<file path="config.mk">
export PLATFORM = sky130hd
export DESIGN_NAME = led_color_roi_classifier_top
export DESIGN_NICKNAME = d
export VERILOG_FILES = /design/src/rtl/clrc_pkg.sv /design/src/rtl/clrc_csr.sv /design/src/rtl/clrc_ctrl.sv /design/src/rtl/clrc_datapath.sv /design/src/rtl/led_color_roi_classifier_top.sv
export SDC_FILE = /design/constraint.sdc
export NUM_CORES = 1
export LEC_CHECK = 0
export ABC_AREA = 1
export BUFFER_PORTS_ARGS = -buffer_cell sky130_fd_sc_hd__buf_2
export CAP_MARGIN = 30
export CELL_PAD_IN_SITES_DETAIL_PLACEMENT = 1
export CELL_PAD_IN_SITES_GLOBAL_PLACEMENT = 1
export CORE_MARGIN = 3
export CORE_UTILIZATION = 40
export CTS_BUF_LIST = sky130_fd_sc_hd__clkbuf_2
export CTS_CLUSTER_SIZE = 14
export DETAILED_ROUTE_END_ITERATION = 7
export PLACE_DENSITY = 0.81
export SYNTH_ARGS = -nofsm -noshare
export SYNTH_HDL_FRONTEND = slang
export SYNTH_HIERARCHICAL = 1
export SYNTH_SLANG_ARGS = --single-unit
</file>
<file path="constraint.sdc">
create_clock -name clock -period 4.3 [get_ports clock]
set_clock_uncertainty 0.2 [all_clocks]
set_input_delay 0 -clock clock [delete_from_list [all_inputs] [get_ports clock]]
set_output_delay 0 -clock clock [all_outputs]
set_load 0.1 [all_outputs]
</file>
<file path="src/rtl/clrc_pkg.sv">
// shared types and constants of the led color roi classifier
`default_nettype none
package clrc_pkg;

   localparam int unsigned MAX_REGION_MACROPIXELS_DEFAULT = 256;

   localparam int unsigned NUM_REGS = 8;
   localparam int unsigned REG_IDX_W = $clog2(NUM_REGS);
   localparam int unsigned CSR_ADDR_W = REG_IDX_W + 2;
   localparam int unsigned CSR_DATA_W = 32;

   // register indexes
   localparam logic [REG_IDX_W-1:0] REG_Q1_MIN_V = 3'd0;
   localparam logic [REG_IDX_W-1:0] REG_Q1_MIN_U = 3'd1;
   localparam logic [REG_IDX_W-1:0] REG_Q2_MIN_V = 3'd2;
   localparam logic [REG_IDX_W-1:0] REG_Q2_MAX_U = 3'd3;
   localparam logic [REG_IDX_W-1:0] REG_Q3_MAX_V = 3'd4;
   localparam logic [REG_IDX_W-1:0] REG_Q3_MAX_U = 3'd5;
   localparam logic [REG_IDX_W-1:0] REG_Q4_MAX_V = 3'd6;
   localparam logic [REG_IDX_W-1:0] REG_Q4_MIN_U = 3'd7;

   typedef logic [NUM_REGS-1:0][7:0] thresh_type;

   // reset values, index 7 down to index 0
   localparam thresh_type THRESH_RESET = {
      8'd145, 8'd100, 8'd130, 8'd110, 8'd100, 8'd140, 8'd140, 8'd140
   };

   // led state codes
   localparam logic [2:0] LED_OFF = 3'd0;
   localparam logic [2:0] LED_Q1  = 3'd1;
   localparam logic [2:0] LED_Q2  = 3'd2;
   localparam logic [2:0] LED_Q3  = 3'd3;
   localparam logic [2:0] LED_Q4  = 3'd4;

   localparam logic [7:0] NO_LUMA_AVERAGE = 8'd128;
   localparam logic [7:0] AVERAGE_MAX = 8'd255;

   // quotient bits of the rounded mean, one extra bit for the clamp
   localparam int unsigned QUOT_W = 9;
   localparam int unsigned STEP_W = $clog2(QUOT_W);

   typedef struct packed {
      logic [7:0] chroma_u;
      logic [7:0] luma_first;
      logic [7:0] chroma_v;
      logic [7:0] luma_second;
      logic       has_pixel;
      logic       region_end;
   } req_item_type;

   typedef struct packed {
      logic [7:0] average_u;
      logic [7:0] average_v;
      logic [2:0] led_state;
   } rsp_item_type;

   typedef struct packed {
      logic accumulate;
      logic div_load;
      logic div_step;
      logic finish;
   } ctrl_cmd_type;

endpackage
`default_nettype wire

</file>
<file path="src/rtl/clrc_csr.sv">
// threshold registers behind the apb-style port
`default_nettype none
module clrc_csr (
   input  wire logic                           clock,
   input  wire logic                           reset,
   input  wire logic                           psel,
   input  wire logic                           penable,
   input  wire logic                           pwrite,
   input  wire logic [clrc_pkg::CSR_ADDR_W-1:0] paddr,
   input  wire logic [clrc_pkg::CSR_DATA_W-1:0] pwdata,
   output logic      [clrc_pkg::CSR_DATA_W-1:0] prdata,
   output logic                                pready,
   output clrc_pkg::thresh_type                thresh
);
   import clrc_pkg::*;

   thresh_type                 thresh_ff;
   thresh_type                 thresh_in;
   logic       [REG_IDX_W-1:0] reg_idx;

   assign reg_idx = paddr[CSR_ADDR_W-1:2];

   always_comb begin
      thresh_in = thresh_ff;
      if (psel && penable && pwrite) begin
         thresh_in[reg_idx] = pwdata[7:0];
      end
   end

   always_ff @(posedge clock) begin
      if (reset) begin
         thresh_ff <= THRESH_RESET;
      end else begin
         thresh_ff <= thresh_in;
      end
   end

   assign prdata = {{(CSR_DATA_W-8){1'b0}}, thresh_ff[reg_idx]};
   assign pready = 1'b1;
   assign thresh = thresh_ff;

endmodule
`default_nettype wire

</file>
<file path="src/rtl/clrc_ctrl.sv">
// sequencer: accumulate items, then run the mean division and classify
`default_nettype none
module clrc_ctrl (
   input  wire logic           clock,
   input  wire logic           reset,
   input  wire logic           start,
   input  wire logic           region_end,
   output logic                busy,
   output logic                rsp_valid,
   output clrc_pkg::ctrl_cmd_type cmd
);
   import clrc_pkg::*;

   typedef enum logic [1:0] {
      ST_IDLE,
      ST_LOAD,
      ST_DIV,
      ST_FINISH
   } state_type;

   state_type          state_ff;
   state_type          state_in;
   logic               busy_ff;
   logic               busy_in;
   logic               rsp_valid_ff;
   logic               rsp_valid_in;
   logic [STEP_W-1:0]  step_ff;
   logic [STEP_W-1:0]  step_in;
   logic               accept;

   assign accept = start && !busy_ff;

   always_comb begin
      state_in     = state_ff;
      busy_in      = busy_ff;
      rsp_valid_in = 1'b0;
      step_in      = step_ff;
      unique case (state_ff)
         ST_IDLE: begin
            if (accept && region_end) begin
               state_in = ST_LOAD;
               busy_in  = 1'b1;
            end
         end
         ST_LOAD: begin
            state_in = ST_DIV;
            step_in  = '0;
         end
         ST_DIV: begin
            step_in = step_ff + 1'b1;
            if (step_ff == STEP_W'(QUOT_W - 1)) begin
               state_in = ST_FINISH;
            end
         end
         ST_FINISH: begin
            state_in     = ST_IDLE;
            busy_in      = 1'b0;
            rsp_valid_in = 1'b1;
         end
         default: begin
            state_in = ST_IDLE;
         end
      endcase
   end

   always_ff @(posedge clock) begin
      if (reset) begin
         state_ff     <= ST_IDLE;
         busy_ff      <= 1'b0;
         rsp_valid_ff <= 1'b0;
         step_ff      <= '0;
      end else begin
         state_ff     <= state_in;
         busy_ff      <= busy_in;
         rsp_valid_ff <= rsp_valid_in;
         step_ff      <= step_in;
      end
   end

   assign cmd.accumulate = accept;
   assign cmd.div_load   = (state_ff == ST_LOAD);
   assign cmd.div_step   = (state_ff == ST_DIV);
   assign cmd.finish     = (state_ff == ST_FINISH);
   assign busy           = busy_ff;
   assign rsp_valid      = rsp_valid_ff;

endmodule
`default_nettype wire

</file>
<file path="src/rtl/clrc_datapath.sv">
// accumulators, two restoring dividers and the quadrant classifier
`default_nettype none
module clrc_datapath #(
   parameter int unsigned MAX_REGION_MACROPIXELS = clrc_pkg::MAX_REGION_MACROPIXELS_DEFAULT
) (
   input  wire logic                  clock,
   input  wire logic                  reset,
   input  wire clrc_pkg::req_item_type req_item,
   input  wire clrc_pkg::ctrl_cmd_type cmd,
   input  wire clrc_pkg::thresh_type   thresh,
   output clrc_pkg::rsp_item_type     rsp_item
);
   import clrc_pkg::*;

   localparam int unsigned WSUM_BOUND_INT = MAX_REGION_MACROPIXELS * 65025;
   localparam int unsigned LSUM_BOUND_INT = MAX_REGION_MACROPIXELS * 255;
   localparam int unsigned WSUM_W = $clog2(WSUM_BOUND_INT + 1);
   localparam int unsigned LSUM_W = $clog2(LSUM_BOUND_INT + 1);
   localparam int unsigned NUM_W = WSUM_W + 2;
   localparam int unsigned DSH_W = LSUM_W + QUOT_W;
   localparam int unsigned CMP_W = (NUM_W > DSH_W) ? NUM_W : DSH_W;
   localparam logic [WSUM_W-1:0] WSUM_BOUND = WSUM_W'(WSUM_BOUND_INT);
   localparam logic [LSUM_W-1:0] LSUM_BOUND = LSUM_W'(LSUM_BOUND_INT);

   // lane 0 is u over first luma, lane 1 is v over second luma
   logic [1:0][WSUM_W-1:0] wsum_ff;
   logic [1:0][WSUM_W-1:0] wsum_in;
   logic [1:0][LSUM_W-1:0] lsum_ff;
   logic [1:0][LSUM_W-1:0] lsum_in;
   logic [1:0][15:0]       prod;
   logic [1:0][7:0]        luma;
   logic [1:0][WSUM_W:0]   wsum_add;
   logic [1:0][LSUM_W:0]   lsum_add;
   logic [1:0][CMP_W-1:0]  rem_ff;
   logic [1:0][CMP_W-1:0]  rem_in;
   logic [1:0][CMP_W-1:0]  dsh_ff;
   logic [1:0][CMP_W-1:0]  dsh_in;
   logic [1:0][QUOT_W-1:0] quot_ff;
   logic [1:0][QUOT_W-1:0] quot_in;
   logic [1:0][7:0]        avg;
   logic [2:0]             led;
   rsp_item_type           rsp_ff;
   rsp_item_type           rsp_in;

   assign prod[0] = req_item.chroma_u * req_item.luma_first;
   assign prod[1] = req_item.chroma_v * req_item.luma_second;
   assign luma[0] = req_item.luma_first;
   assign luma[1] = req_item.luma_second;

   // saturating accumulation, cleared at finish
   always_comb begin
      for (int i = 0; i < 2; i++) begin
         wsum_add[i] = {1'b0, wsum_ff[i]} + (WSUM_W + 1)'(prod[i]);
         lsum_add[i] = {1'b0, lsum_ff[i]} + (LSUM_W + 1)'(luma[i]);
         wsum_in[i]  = wsum_ff[i];
         lsum_in[i]  = lsum_ff[i];
         if (cmd.finish) begin
            wsum_in[i] = '0;
            lsum_in[i] = '0;
         end else if (cmd.accumulate && req_item.has_pixel) begin
            wsum_in[i] = (wsum_add[i] > (WSUM_W + 1)'(WSUM_BOUND)) ?
                         WSUM_BOUND : wsum_add[i][WSUM_W-1:0];
            lsum_in[i] = (lsum_add[i] > (LSUM_W + 1)'(LSUM_BOUND)) ?
                         LSUM_BOUND : lsum_add[i][LSUM_W-1:0];
         end
      end
   end

   // (2w + l) / (2l), one quotient bit per step, msb first
   always_comb begin
      for (int i = 0; i < 2; i++) begin
         rem_in[i]  = rem_ff[i];
         dsh_in[i]  = dsh_ff[i];
         quot_in[i] = quot_ff[i];
         if (cmd.div_load) begin
            rem_in[i]  = CMP_W'({wsum_ff[i], 1'b0}) + CMP_W'(lsum_ff[i]);
            dsh_in[i]  = CMP_W'({lsum_ff[i], {QUOT_W{1'b0}}});
            quot_in[i] = '0;
         end else if (cmd.div_step) begin
            dsh_in[i] = dsh_ff[i] >> 1;
            if (rem_ff[i] >= dsh_ff[i]) begin
               rem_in[i]  = rem_ff[i] - dsh_ff[i];
               quot_in[i] = {quot_ff[i][QUOT_W-2:0], 1'b1};
            end else begin
               quot_in[i] = {quot_ff[i][QUOT_W-2:0], 1'b0};
            end
         end
      end
   end

   always_comb begin
      for (int i = 0; i < 2; i++) begin
         if (lsum_ff[i] == '0) begin
            avg[i] = NO_LUMA_AVERAGE;
         end else if (quot_ff[i][QUOT_W-1]) begin
            avg[i] = AVERAGE_MAX;
         end else begin
            avg[i] = quot_ff[i][7:0];
         end
      end
   end

   // first matching quadrant wins
   always_comb begin
      priority if (avg[1] > thresh[REG_Q1_MIN_V] && avg[0] > thresh[REG_Q1_MIN_U]) begin
         led = LED_Q1;
      end else if (avg[1] > thresh[REG_Q2_MIN_V] && avg[0] < thresh[REG_Q2_MAX_U]) begin
         led = LED_Q2;
      end else if (avg[1] < thresh[REG_Q3_MAX_V] && avg[0] < thresh[REG_Q3_MAX_U]) begin
         led = LED_Q3;
      end else if (avg[1] < thresh[REG_Q4_MAX_V] && avg[0] > thresh[REG_Q4_MIN_U]) begin
         led = LED_Q4;
      end else begin
         led = LED_OFF;
      end
   end

   always_comb begin
      rsp_in = rsp_ff;
      if (cmd.finish) begin
         rsp_in.average_u = avg[0];
         rsp_in.average_v = avg[1];
         rsp_in.led_state = led;
      end
   end

   always_ff @(posedge clock) begin
      if (reset) begin
         wsum_ff <= '0;
         lsum_ff <= '0;
      end else begin
         wsum_ff <= wsum_in;
         lsum_ff <= lsum_in;
      end
   end

   always_ff @(posedge clock) begin
      rem_ff  <= rem_in;
      dsh_ff  <= dsh_in;
      quot_ff <= quot_in;
      rsp_ff  <= rsp_in;
   end

   assign rsp_item = rsp_ff;

endmodule
`default_nettype wire

</file>
<file path="src/rtl/led_color_roi_classifier_top.sv">
// top level of the led color roi classifier
//
// usage
//  - input channel: an item is taken at a clock edge with start high and busy low;
//    req_item carries one uyvy macro pixel (has_pixel) and the region_end flag
//  - an item without region_end leaves busy low, so macro pixels
//    stream in at one per cycle
//  - an item with region_end raises busy while two restoring
//    dividers form the rounded means (one quotient bit per cycle, 9 bits)
//  - the result shows on rsp_item with rsp_valid high for exactly one cycle,
//    once the division is done; busy is already low then
//  - the receiver cannot stall: every strobe is taken as it comes
//  - an empty region (no pixel) reports 128 for both means
//  - configuration: eight 8-bit thresholds on an apb-style port at 4*index, pready
//    tied high; the user must write them only while the block is idle (unenforced)
//  - reset (synchronous, active high) restores the thresholds, clears the
//    sums and drops busy and rsp_valid
`default_nettype none
module led_color_roi_classifier_top #(
   parameter int unsigned MAX_REGION_MACROPIXELS = clrc_pkg::MAX_REGION_MACROPIXELS_DEFAULT
) (
   input  wire logic                            clock,
   input  wire logic                            reset,
   // input channel
   input  wire logic                            start,
   output logic                                 busy,
   input  wire clrc_pkg::req_item_type          req_item,
   // result channel
   output logic                                 rsp_valid,
   output clrc_pkg::rsp_item_type               rsp_item,
   // configuration port
   input  wire logic                            psel,
   input  wire logic                            penable,
   input  wire logic                            pwrite,
   input  wire logic [clrc_pkg::CSR_ADDR_W-1:0] paddr,
   input  wire logic [clrc_pkg::CSR_DATA_W-1:0] pwdata,
   output logic      [clrc_pkg::CSR_DATA_W-1:0] prdata,
   output logic                                 pready
);
   import clrc_pkg::*;

   thresh_type   thresh;
   ctrl_cmd_type cmd;

   // threshold register file
   clrc_csr u_csr (
      .clock   (clock),
      .reset   (reset),
      .psel    (psel),
      .penable (penable),
      .pwrite  (pwrite),
      .paddr   (paddr),
      .pwdata  (pwdata),
      .prdata  (prdata),
      .pready  (pready),
      .thresh  (thresh)
   );

   // sequencer: accumulate, load dividers, 9 division steps, finish
   clrc_ctrl u_ctrl (
      .clock      (clock),
      .reset      (reset),
      .start      (start),
      .region_end (req_item.region_end),
      .busy       (busy),
      .rsp_valid  (rsp_valid),
      .cmd        (cmd)
   );

   // sums, dividers and classifier
   clrc_datapath #(
      .MAX_REGION_MACROPIXELS (MAX_REGION_MACROPIXELS)
   ) u_datapath (
      .clock    (clock),
      .reset    (reset),
      .req_item (req_item),
      .cmd      (cmd),
      .thresh   (thresh),
      .rsp_item (rsp_item)
   );

endmodule
`default_nettype wire

</file>
==> impl_metrics.json <==
{
  "outcome": "finished, violations left",
  "violations": "setup timing",
  "dp_hpwl_microns": 68100,
  "wl_microns": 102000,
  "cp_num_buf_inv": 8,
  "n_fill_cell": 8377,
  "drc": 0,
  "slew_headroom_pct": 39.6,
  "criticalPathCategory": "reg2reg",
  "worst_pin_slew_ns": 0.905,
  "nets": 4668,
  "cp_top_family": "adder cells",
  "syn_area_per_cell_sq_um": 6.83,
  "crit_path_start_kind": "flop",
  "seq_area_frac_synth_pct": 26.0,
  "grt_max_degree": 52,
  "drtIter0Drc": 1796,
  "layout_setup_ws_ns": -0.852,
  "seqCellArea_sq_um": 6870,
  "cts_buffer_depth": 3,
  "area_growth_pct": 21.8,
  "yosysWarningCount": 6,
  "port_buffers": 79,
  "wl_met1_microns": 42100,
  "synth_top_area_share_pct": 15.1,
  "stdcell_count": 5163,
  "hp-class": "in2reg",
  "worst-path-max-fanout": 8,
  "fmax_mhz": 194,
  "leakagePower_nw": 16.3,
  "mostFrequentLayoutCells": "nand2_1 (976), inv_1 (690), nor2_1 (258)",
  "multiInputGateArea_sq_um": 17400,
  "grt_use_total_pct": 26.6,
  "power_density_nw_per_um2": 739,
  "synth-async-reset-ratio_pct": 0,
  "overflow": 0,
  "cap_violations": 0,
  "num_vias": 28100,
  "drive_gt1_share_pct": 17.8,
  "dpl.cell_count": 4868,
  "cp_slowest_cell": "fa_2",
  "wl_per_cell_microns": 19.8,
  "dieHeight_microns": 263,
  "synthDistinctLibCells": 61,
  "syn-instance-count": 3863,
  "cp_slowest_stage_delay_ns": 0.59,
  "ir_worst_vdd_v": 0.000519,
  "grt_pass1_wl_microns": 151000,
  "endpoint_kind": "flop",
  "final.min_clock_period_ns": 5.15,
  "ys_seq_elements": 291,
  "slew_violations": 0,
  "wl_met2_microns": 50400,
  "die_w_microns": 263,
  "root_buffer": "clkbuf_2",
  "top_level_ports": 131,
  "final_common_cell": "nand2_1",
  "netlist_area_sq_um": 26400,
  "wl_met3_microns": 5500,
  "ant_nets": 0,
  "core-area_sq_um": 64800,
  "gp_congestion": 0.886,
  "yosysTopAreaCell": "nand2_1",
  "htreeDepth": 3,
  "cts_made_buffers": 83,
  "cts_tree": "done",
  "cp.required_ns": 5.07,
  "path_clk_slew_ns": 0.16,
  "rsz0062_at_grt": "true",
  "antenna_found_initial": 2,
  "die_area_sq_um": 69100,
  "fp-row-count": 93,
  "viasPerCell": 5.43,
  "arrival_ns": 5.92,
  "synthTopCellsByArea": "nand2_1 (15%), dfxtp_1 (14%), edfxtp_1 (12%), ha_1 (12%), inv_1 (10%)",
  "grt_pass1_vias": 28900,
  "fin_crit_sh_pct": 120,
  "clkLatencyLatePin_ns": 1.09,
  "cts_sinks": 291,
  "setup_tns_ns": -28.14,
  "dr.pass1.iters": 6,
  "synth-edff-count": 103,
  "cpMostUsedCell": "inv_2",
  "hold_viol": 0,
  "start_util_pct": 40.7,
  "setup_viol": 48,
  "top_layer": "met4",
  "synthFlopType": "dfxtp_1"
}
## path summary, 6_finish.rpt
kind / startpoint / to / slack, ns / cells past startpoint
setup / recovery: u_datapath/wsum_ff[6] / u_datapath/wsum_ff[8] / -0.85 / 27
hold / removal: pwdata[1] / u_csr/thresh[33] / 0.15 / 5
setup reg to reg: u_datapath/wsum_ff[6] / u_datapath/wsum_ff[8] / -0.85 / 27
hold reg to reg: u_datapath/quot_ff[11] / u_datapath/quot_ff[12] / 0.28 / 2
## cell usage after synthesis, drive strengths merged, types with 3 or more instances
| cell | number |
|---|---|
| a2111oi | 3 |
| a211oi | 7 |
| a21o | 11 |
| a21oi | 265 |
| a31oi | 15 |
| buf | 58 |
| clkbuf | 78 |
| dfxtp | 188 |
| edfxtp | 103 |
| fa | 106 |
| ha | 245 |
| inv | 734 |
| nand2 | 1071 |
| nand3 | 250 |
| nand3b | 14 |
| nand4 | 36 |
| nor2 | 297 |
| nor3 | 33 |
| nor4 | 7 |
| o21a | 8 |
| o21ai | 168 |
| o21bai | 26 |
| o22ai | 62 |
| or2 | 8 |
| xnor2 | 19 |
| xor2 | 28 |
## layer usage
layer | track usage (%) | up-vias
met1 | 33.4 | 13700
met2 | 46.9 | 986
met3 | 3.69 | 328
met4 | 9.09 | 0
met5 | 0 | -
li1 | - | 13000
## report_power, final
part / internal, mW / switching (mW)
Sequential: 3.89 / 0.423
Combinational: 6.65 / 10.7
Clock: 0.754 / 1.38
## metrics by stage
stage / worst slack (ns) / total power, mW / utilization [%] / hold WS (ns) / area [sq um]
4_1_cts: -0.422 / 21.5 / 48.2 / 0.0187 / 31200
5_1_grt: -0.972 / 25.5 / 49.6 / 0.152 / 32100
3_3_place_gp: -0.308 / 18.0 / 44.5 / 0.0457 / 28800
2_1_floorplan: 0.0145 / 13.6 / - / -0.131 / 26700
3_5_place_dp: -0.489 / 18.6 / 44.6 / 0.0644 / 28900
6_report: -0.852 / 23.8 / 49.6 / 0.151 / 32100
## what timing repair did
| item | in CTS | in global routing |
|---|---|---|
| gates resized for setup | 118 | 176 |
| pin swaps | 62 | 77 |
| endpoints found under the setup margin | 48 | 52 |
| setup buffers | 12 | 24 |
| hold buffers | 104 | 0 |
| gates cloned | 2 | 2 |
| endpoints found under the hold margin | 152 | 0 |
## final cells by class
class | instances | area share, %
antenna | 1 | 0.00779
tap | 855 | 3.33
multi-input combinational | 2723 | 54.1
clock inverter | 34 | 0.459
clock buffer | 118 | 1.84
inverter | 736 | 8.61
sequential | 291 | 21.4
timing repair buffer | 405 | 10.3
## sequential cells by signal (all words and copies together) (netlist names)
name,count
u_datapath/quot_ff,18
u_ctrl/state_ff,2
u_ctrl/rsp_valid,1
u_datapath/lsum_ff,32
u_ctrl/step_ff,4
u_datapath/dsh_ff,50
u_ctrl/busy,1
u_datapath/wsum_ff,48
u_datapath/rsp_item,19
u_datapath/rem_ff,52
u_csr/thresh,64
## cell families after synthesis
logic type,Yosys count,share of synthesized area (%)
buffers and inverters,872,13.1
and+or+nand+nor,1720,27.3
AOI/OAI and AO/OA,580,12.3
adders and majority gates,351,19.7
xor gates and xnor gates,47,1.59
DFF,291,26.0
other,2,0.0285
## worst register-to-register path, cell delays in order (launching register included)
cell and delay (ns):
dfxtp_2 0.37, inv_2 0.05, fa_1 0.57, inv_2 0.07, fa_1 0.55, inv_2 0.05
fa_2 0.59, fa_1 0.47, inv_2 0.10, ha_4 0.23, nand2_2 0.08, nand2_4 0.06
inv_2 0.09, nand2_4 0.07, nand2_4 0.07, nand2_4 0.07, nand2_2 0.08, nand2_2 0.07
nor2_1 0.14, nor2_2 0.09, nor2_1 0.15, nand2_1 0.11, nand3_4 0.12, buf_6 0.12
buf_12 0.15, nand2_8 0.09, o21bai_4 0.17, inv_1 0.08
Note: power is estimated with default switching activity, not from simulation.
